<file path="config.mk">
export PLATFORM = sky130hd
export DESIGN_NAME = p2ma_seq
export DESIGN_NICKNAME = d
export VERILOG_FILES = /design/src/hw/rtl/p2ma_pkg.sv /design/src/hw/rtl/p2ma_seq.sv
export SDC_FILE = /design/constraint.sdc
export NUM_CORES = 1
export LEC_CHECK = 0
export BUFFER_PORTS_ARGS = -buffer_cell sky130_fd_sc_hd__buf_4
export CELL_PAD_IN_SITES_DETAIL_PLACEMENT = 0
export CELL_PAD_IN_SITES_GLOBAL_PLACEMENT = 1
export CORE_MARGIN = 3
export CORE_UTILIZATION = 45
export CTS_CLUSTER_DIAMETER = 60
export DETAILED_ROUTE_END_ITERATION = 6
export PLACE_DENSITY = 0.89
export SLEW_MARGIN = 40
export SYNTH_ARGS = -nofsm -noshare
export SYNTH_HDL_FRONTEND = slang
export SYNTH_SLANG_ARGS = --single-unit
</file>
<file path="constraint.sdc">
create_clock -name i_clk -period 3.93 [get_ports i_clk]
set_clock_uncertainty 0.2 [all_clocks]
set_input_delay 0.786 -clock i_clk [delete_from_list [all_inputs] [get_ports i_clk]]
set_output_delay 0.786 -clock i_clk [all_outputs]
set_load 0.01 [all_outputs]
</file>
<file path="src/hw/rtl/p2ma_pkg.sv">
package p2ma_pkg;

    // register indexes
    localparam int               CFG_IDX_BITS     = 2;
    localparam int               CFG_DATA_BITS    = 16;
    localparam logic [1:0]       CFG_POOL_MODE    = 2'd0;
    localparam logic [1:0]       CFG_FRAME_WIDTH  = 2'd1;
    localparam logic [1:0]       CFG_FRAME_HEIGHT = 2'd2;

    // pool_mode codes
    localparam logic             MODE_AVG = 1'b0;
    localparam logic             MODE_MIN = 1'b1;

    localparam int               WIDTH_BITS  = 11;
    localparam int               HEIGHT_BITS = 16;
    localparam logic [10:0]      WIDTH_RST   = 11'd1024;
    localparam logic [15:0]      HEIGHT_RST  = 16'd1024;

    localparam int               OUT_BITS = 16;

    // where the current item sits in the frame
    typedef struct packed {
        logic odd_col;
        logic odd_row;
        logic last;
    } t_pos;

endpackage

</file>
<file path="src/hw/rtl/p2ma_seq.sv">
module p2ma_seq
    import p2ma_pkg::*;
#(
    parameter int MAX_COLS = 1024,
    parameter int IW       = 9
) (
    input  logic                     i_clk,
    input  logic                     i_rst_n,
    input  logic                     i_cfg_we,
    input  logic [CFG_IDX_BITS-1:0]  i_cfg_index,
    input  logic [CFG_DATA_BITS-1:0] i_cfg_data,
    input  logic                     i_step,
    output logic                     o_mode,
    output t_pos                     o_pos,
    output logic [IW-1:0]            o_idx
);

    localparam int CW = ($clog2(MAX_COLS) > 2) ? $clog2(MAX_COLS) : 2;
    localparam int EW = ($clog2(MAX_COLS + 1) > WIDTH_BITS) ? $clog2(MAX_COLS + 1) : WIDTH_BITS;
    localparam logic [EW-1:0] MAXW = EW'(MAX_COLS);

    logic                   r_mode;
    logic [WIDTH_BITS-1:0]  r_width;
    logic [HEIGHT_BITS-1:0] r_height;
    logic [CW-1:0]          r_col,  n_col;
    logic [HEIGHT_BITS-1:0] r_row,  n_row;

    logic [EW-1:0]          w_fw, w_effw, w_colx, w_col_inc;
    logic [HEIGHT_BITS-1:0] w_effh;
    logic [HEIGHT_BITS:0]   w_row_inc;

    // config writes
    always_ff @(posedge i_clk) begin
        if (!i_rst_n) begin
            r_mode   <= MODE_AVG;
            r_width  <= WIDTH_RST;
            r_height <= HEIGHT_RST;
        end else if (i_cfg_we) begin
            case (i_cfg_index)
                CFG_POOL_MODE:    r_mode   <= i_cfg_data[0];
                CFG_FRAME_WIDTH:  r_width  <= i_cfg_data[WIDTH_BITS-1:0];
                CFG_FRAME_HEIGHT: r_height <= i_cfg_data[HEIGHT_BITS-1:0];
                default: begin
                end
            endcase
        end
    end

    // clamp to the usable range
    always_comb begin
        w_fw      = EW'(r_width);
        w_effw    = (w_fw < EW'(2)) ? EW'(2) : ((w_fw > MAXW) ? MAXW : w_fw);
        w_effh    = (r_height < HEIGHT_BITS'(2)) ? HEIGHT_BITS'(2) : r_height;
        w_colx    = EW'(r_col);
        w_col_inc = w_colx + EW'(1);
        w_row_inc = {1'b0, r_row} + (HEIGHT_BITS + 1)'(1);
    end

    always_comb begin
        n_col = r_col;
        n_row = r_row;
        if (w_col_inc >= w_effw) begin
            n_col = '0;
            n_row = (w_row_inc >= {1'b0, w_effh}) ? '0 : w_row_inc[HEIGHT_BITS-1:0];
        end else begin
            n_col = w_col_inc[CW-1:0];
        end
    end

    always_ff @(posedge i_clk) begin
        if (!i_rst_n) begin
            r_col <= '0;
            r_row <= '0;
        end else if (i_step) begin
            r_col <= n_col;
            r_row <= n_row;
        end
    end

    always_comb begin
        o_mode        = r_mode;
        o_pos.odd_col = r_col[0];
        o_pos.odd_row = r_row[0];
        // last window: bottom-right pair of the even-sized part of the frame
        o_pos.last    = (r_row == ((w_effh & ~HEIGHT_BITS'(1)) - HEIGHT_BITS'(1)))
                     && (w_colx == ((w_effw & ~EW'(1)) - EW'(1)));
        o_idx         = r_col[IW:1];
    end

endmodule

</file>
==> impl_metrics.toml, run 1 <==
[global_route]
grt_pass1_vias = 3927
grt_usage_pct = 21.06
grt_max_degree = 29
grt-ovfl-total = 0
grt_pass1_wl_um = 19230
antenna_found_initial = 0

[clock_tree]
h-tree-depth = 2
cts_made_buffers = 5
cts_num_sinks = 54
holdBufCountCts = 0
clk_latency_ns = 0.31
cts_tree = "built"
root_buffer = "clkbuf_8"
clk_path_buf_depth = 2
path_clk_slew_ns = 0.10

[sta]
holdWs_ns = 0.2763
finalWorstSetupSlack_ns = 0.03780
fmax_ghz = 0.2569
rsz0062_at_grt = "true"
tns_ns = 0
slew_violations = 0
finalCritPeriodShare_pct = 99.04
setup_violations = 0
hold_viol = 0
worst_slew_pin_slew_ns = 0.6588
layout_min_cycle_time_ns = 3.892
slew_headroom_pct = 55.95

[routing]
wl_met2_um = 5318
drt_wl_total_um = 11430
drt-wirelength-per-cell_um = 15.66
top_layer_used = "met4"
ant_nets = 0
dr_wl_met3_um = 555
first_pass_iters = 5
met1Wirelength_um = 5447
drcViolationCount = 0
viasPerCell = 5.701
dr_total_vias = 4162
drt_iter0_drc = 243

[power]
p_total_mw = 1.274
sw_frac_of_total_pct = 31.68
power.internal_mw = 0.8705
peakVddDrop_mv = 0.1487
power-per-cell-area_nw_per_um2 = 252.6
seq_power_share_pct = 46.8
power.switching_mw = 0.4037
power_leakage_nw = 2.107
clkPwrFrac_pct = 25.6
pwr-share-comb_pct = 27.6

[yosys]
ys.flop_type = "dfxtp_1"
synthDistinctLibCells = 72
synth-edff-count = 0
synth-async-reset-ratio_pct = 0
syn_inst = 564
seq_area_frac_synth_pct = 24.94
synth_area_um2 = 4335
ys_ff_latch = 54
syn_area_per_cell_um2 = 7.687
syn_nets = 617
ys_warn_count = 0

[critical_path]
crit_path_start_kind = "flip-flop"
crit_required_ns = 2.94
end_kind = "output port"
crit_fanout = 3
worstPathArrival_ns = 2.91
crit_type = "flip-flop to output port"

[finish]
num_antenna_cells = 0
fill_cells = 919
num-nets-final = 653
drive_gt1_share_pct = 19.47
area_delta_synth_final_pct = 16.36

[die]
core_um2 = 9284
die_area_um2 = 10850
placementRows = 35
die_h_um = 104.2
io_pins = 35
initial_core_util_pct = 46.70
die_w_um = 104.2

[place]
dp_slack_ns = 0.08385
dp_hpwl_um = 8842
io_buffers = 34
gp_congestion = 0.8893

[run]
drv_cap = 0

[status]
outcome = "finished clean"

[min_path]
holdCritPathClass = "flip-flop to flip-flop"
[layout by cell type, fill, tap and decap left out, drive strengths merged, types with 4 or more instances in the layout]
master,instances
nor2,34
nand4b,7
nand2,82
a31oi,10
a21oi,36
dfxtp,54
inv,22
buf,71
o311ai,4
o2111ai,4
and3,10
ha,31
and2,6
nand3,34
nor4,8
nor2b,4
a211oi,4
or4,4
xor2,14
or2,4
xnor2,29
nor3b,5
nand2b,6
mux2i,20
o21ai,21
nand4,11
nor3,14
clkbuf,7
[layer usage]
metal	vias up	track usage, %
met5	-	0
met2	114	34.63
met1	1949	29.68
met3	8	2.359
met4	0	4.653
li1	2091	-
[cells by family (layout without fill, tap and decap cells)]
logic type,Yosys count,in the layout,synth area share (%)
AND/OR/NAND/NOR,243,243,29.64
AO/OA/AOI/OAI,108,108,16.51
buffers and inverters,65,102,6.667
flip-flops,54,54,24.94
XOR/XNOR,43,43,8.687
adder cells (fa/ha/maj),31,31,8.947
multiplexers,20,20,4.618
[Yosys cell counts, drive strengths merged, types with 4 or more instances]
| library cell | n | area (um^2) |
|---|---|---|
| nor3b | 5 | 37.54 |
| dfxtp | 54 | 1081 |
| or2 | 4 | 25.03 |
| nand3 | 34 | 175.2 |
| a21oi | 36 | 183.9 |
| xor2 | 14 | 122.6 |
| nor4 | 8 | 71.32 |
| and2 | 6 | 41.29 |
| o2111ai | 4 | 35.03 |
| a211oi | 4 | 30.03 |
| nor3 | 14 | 75.07 |
| ha | 31 | 387.9 |
| nand4b | 7 | 61.31 |
| mux2i | 20 | 200.2 |
| nor2b | 4 | 25.02 |
| o21ai | 21 | 108.9 |
| xnor2 | 29 | 254.0 |
| nor2 | 34 | 135.1 |
| and3 | 10 | 62.56 |
| nand2b | 6 | 37.54 |
| clkbuf | 24 | 90.09 |
| inv | 22 | 82.58 |
| or4 | 4 | 30.03 |
| nand2 | 82 | 307.8 |
| a31oi | 10 | 62.56 |
| nand4 | 11 | 83.83 |
| o311ai | 4 | 35.04 |
| buf | 18 | 112.6 |
[stage by stage]
stage	instances	util, %	area [um^2]
6_report	730	54.34	5045
5_1_grt	730	54.34	5045
4_1_cts	726	53.01	4921
3_5_place_dp	716	51.51	4782
3_3_place_gp	716	51.51	4782
2_1_floorplan	564	-	4335
[path summary, 6_finish.rpt]
kind,cells after the start,end,from,slack [ns]
setup / recovery,12,o_pos[0],r_height[7],0.04
hold / removal,2,r_height[0],r_height[0],0.28
setup reg to reg,14,r_row[3],r_row[3],0.28
hold reg to reg,2,r_height[0],r_height[0],0.28
[registers in the layout (all words and copies together) (netlist names)]
name	cells
r_row	16
r_col	10
r_height	16
r_width	11
o_mode	1
[critical path, stage by stage (launching register included)]
cell and delay (ns):
dfxtp_4 0.37, nor4_4 0.28, nand4_1 0.20, nor2_2 0.17, nor2_2 0.07, ha_4 0.22, xnor2_2 0.13, nor4_2 0.24
o311a_1 0.19, and4_1 0.20, and4b_1 0.23, and4_1 0.18, buf_4 0.12
[timing repair]
action                     CTS  global route
buffers inserted             2             4
pin swaps                    7             8
resized for setup            9            21
setup endpoints to repair    1             7
[power by group through the flow]
stage | registers (mW) | logic [mW] | clock network, mW
final | 0.596 | 0.352 | 0.327
after detailed placement | 0.607 | 0.327 | 0
after global routing | 0.600 | 0.389 | 0.354
after global placement | 0.606 | 0.317 | 0
after floorplan | 0.596 | 0.237 | 0
after CTS | 0.595 | 0.334 | 0.332
[layout make-up]
type	instances	area, um^2	share of cell area [%]
sequential	54	1096	21.73
clock inverter	1	5.005	0.09921
inverter	23	86.33	1.711
multi-input combinational	445	3077	60.99
tap	129	161.4	3.199
timing repair buffer	71	533.0	10.57
clock buffer	7	86.33	1.711
(Power assumes the default switching activity.)
==> run 2, diff against run 1 <==
==> constraint.sdc (replaced) <==
create_clock -name i_clk -period 4.4 [get_ports i_clk]
set_clock_uncertainty 0.2 [all_clocks]
set_input_delay 0.88 -clock i_clk [delete_from_list [all_inputs] [get_ports i_clk]]
set_output_delay 0.88 -clock i_clk [all_outputs]
set_load 0.01 [all_outputs]
==> impl_metrics.toml, run 2 (synthesized netlist as in run 1, its figures left out) <==
[status]
outcome = "finished clean"

[routing]
dr_total_vias = 4086
viasPerCell = 5.788
first_pass_iters = 4
drcViolationCount = 0
drt-wirelength-per-cell_um = 15.40
drt_wl_total_um = 10870
drt_iter0_drc = 207
ant_nets = 0

[global_route]
grt-busiest-layer = "met2"
antenna_found_initial = 0
grt_pass1_vias = 3789
grt_usage_pct = 20.05
met3_usage_pct = 2.297
grtUsageMet1_pct = 28.65
grt-ovfl-total = 0
grt_pass1_wl_um = 18300
grt_util_met2_pct = 32.03
grt_max_degree = 44

[die]
io_pins = 35
placementRows = 35
die_h_um = 104.2
die_area_um2 = 10850
core_um2 = 9284
die_w_um = 104.2
initial_core_util_pct = 46.70

[clock_tree]
clk_latency_ns = 0.31
cts_tree = "built"
clk_path_buf_depth = 2
cts_num_sinks = 54
cts_made_buffers = 5
root_buffer = "clkbuf_8"
h-tree-depth = 2
path_clk_slew_ns = 0.10

[sta]
slew_headroom_pct = 54.71
hold_viol = 0
finalCritPeriodShare_pct = 95.80
worst_slew_pin_slew_ns = 0.6774
slew_violations = 0
setup_violations = 0
fmax_ghz = 0.2372
tns_ns = 0
finalWorstSetupSlack_ns = 0.1846
layout_min_cycle_time_ns = 4.215

[critical_path]
rrSetupSlack_ns = 0.47
crit_required_ns = 3.32
crit_type = "flip-flop to output port"
end_kind = "output port"
crit_top_cell = "and4_1"
crit_path_start_kind = "flip-flop"
crit_chain = "nor4_2 > and2_1 > o21ai_1 > ha_2 > a221oi_1 > mux2i_1 > nor4_1 > and4_1 > and4b_1 > and4_1 > buf_4"
worstPathArrival_ns = 3.14
crit_fanout = 9
cpMaxStageDelayCell = "dfxtp_1"
cpPeakStageDelay_ns = 0.37

[run]
drv_cap = 0

[finish]
reg_top3 = "r_height: 16 flops, r_row: 16 flops, r_width: 11 flops"
num-nets-final = 630
num_antenna_cells = 0
area_delta_synth_final_pct = 10.91
mostFrequentLayoutCells = "nand2_1 (82), dfxtp_1 (51), buf_4 (48)"
finish.utilization_pct = 51.79
mostFrequentLayoutCell = "nand2_1"
fin_area_um2 = 4808
drive_gt1_share_pct = 13.86

[place]
place_area_um2 = 4617
gp_congestion = 0.9115
dp_slack_ns = 0.2926
io_buffers = 34
dp_hpwl_um = 8269

[power]
p_total_mw = 1.167
power_leakage_nw = 1.958
power-per-cell-area_nw_per_um2 = 242.8
peakVddDrop_mv = 0.1300

[min_path]
holdCritPathClass = "flip-flop to flip-flop"
==> run 2: worst paths after layout <==
kind / cells past startpoint / start / endpoint
hold reg to reg: 2 / r_height[0] / r_height[0]
setup reg to reg: 14 / r_row[2] / r_row[6]
hold / removal: 2 / r_height[0] / r_height[0]
setup / recovery: 11 / r_width[2] / o_pos[0]
==> run 2: stage by stage <==
stage / cells / hold slack (ns)
after floorplan: 564 / 0.2318
after global placement: 694 / 0.2695
after detailed placement: 694 / 0.2817
after CTS: 702 / 0.2961
after global routing: 706 / 0.3359
final: 706 / 0.2996
==> run 2: cell type report <==
type,instances,area (um^2)
Clock buffer,6,82.58
Clock inverter,1,30.03
Fill cell,930,4476
Inverter,23,86.33
Multi-Input combinational cell,445,3000
Sequential cell,54,1087
Tap cell,129,161.4
Timing Repair Buffer,48,360.3
==> run 2: power breakdown <==
part           leakage (nW)  internal (mW)  switching (mW)
Combinational          1.46          0.123           0.151
Clock                0.0573          0.183           0.167
Sequential            0.440          0.507          0.0366
Total                  1.96          0.813           0.355
==> run 2: repair_timing <==
action                                  4_1_cts  5_1_grt
hold buffers                                  0        0
pin swaps                                     1        3
setup buffers                                 1        4
endpoints found under the setup margin        1        1
gates resized for setup                       0       12
==> run 2: metal layers <==
metal	up-vias	wire length, um
met3	13	489
li1	2041	-
met5	-	0
met1	1914	5301
met4	0	167
met2	118	4911
==> run 2: critical path, delay by kind of cell (launching register included) <==
kind | cells | cell delay [ns]
AO/OA/AOI/OAI | 2 | 0.37
adder cells (fa/ha/maj) | 1 | 0.29
buffers and inverters | 1 | 0.12
flip-flops | 1 | 0.37
multiplexers | 1 | 0.12
AND/OR/NAND/NOR | 6 | 1.55
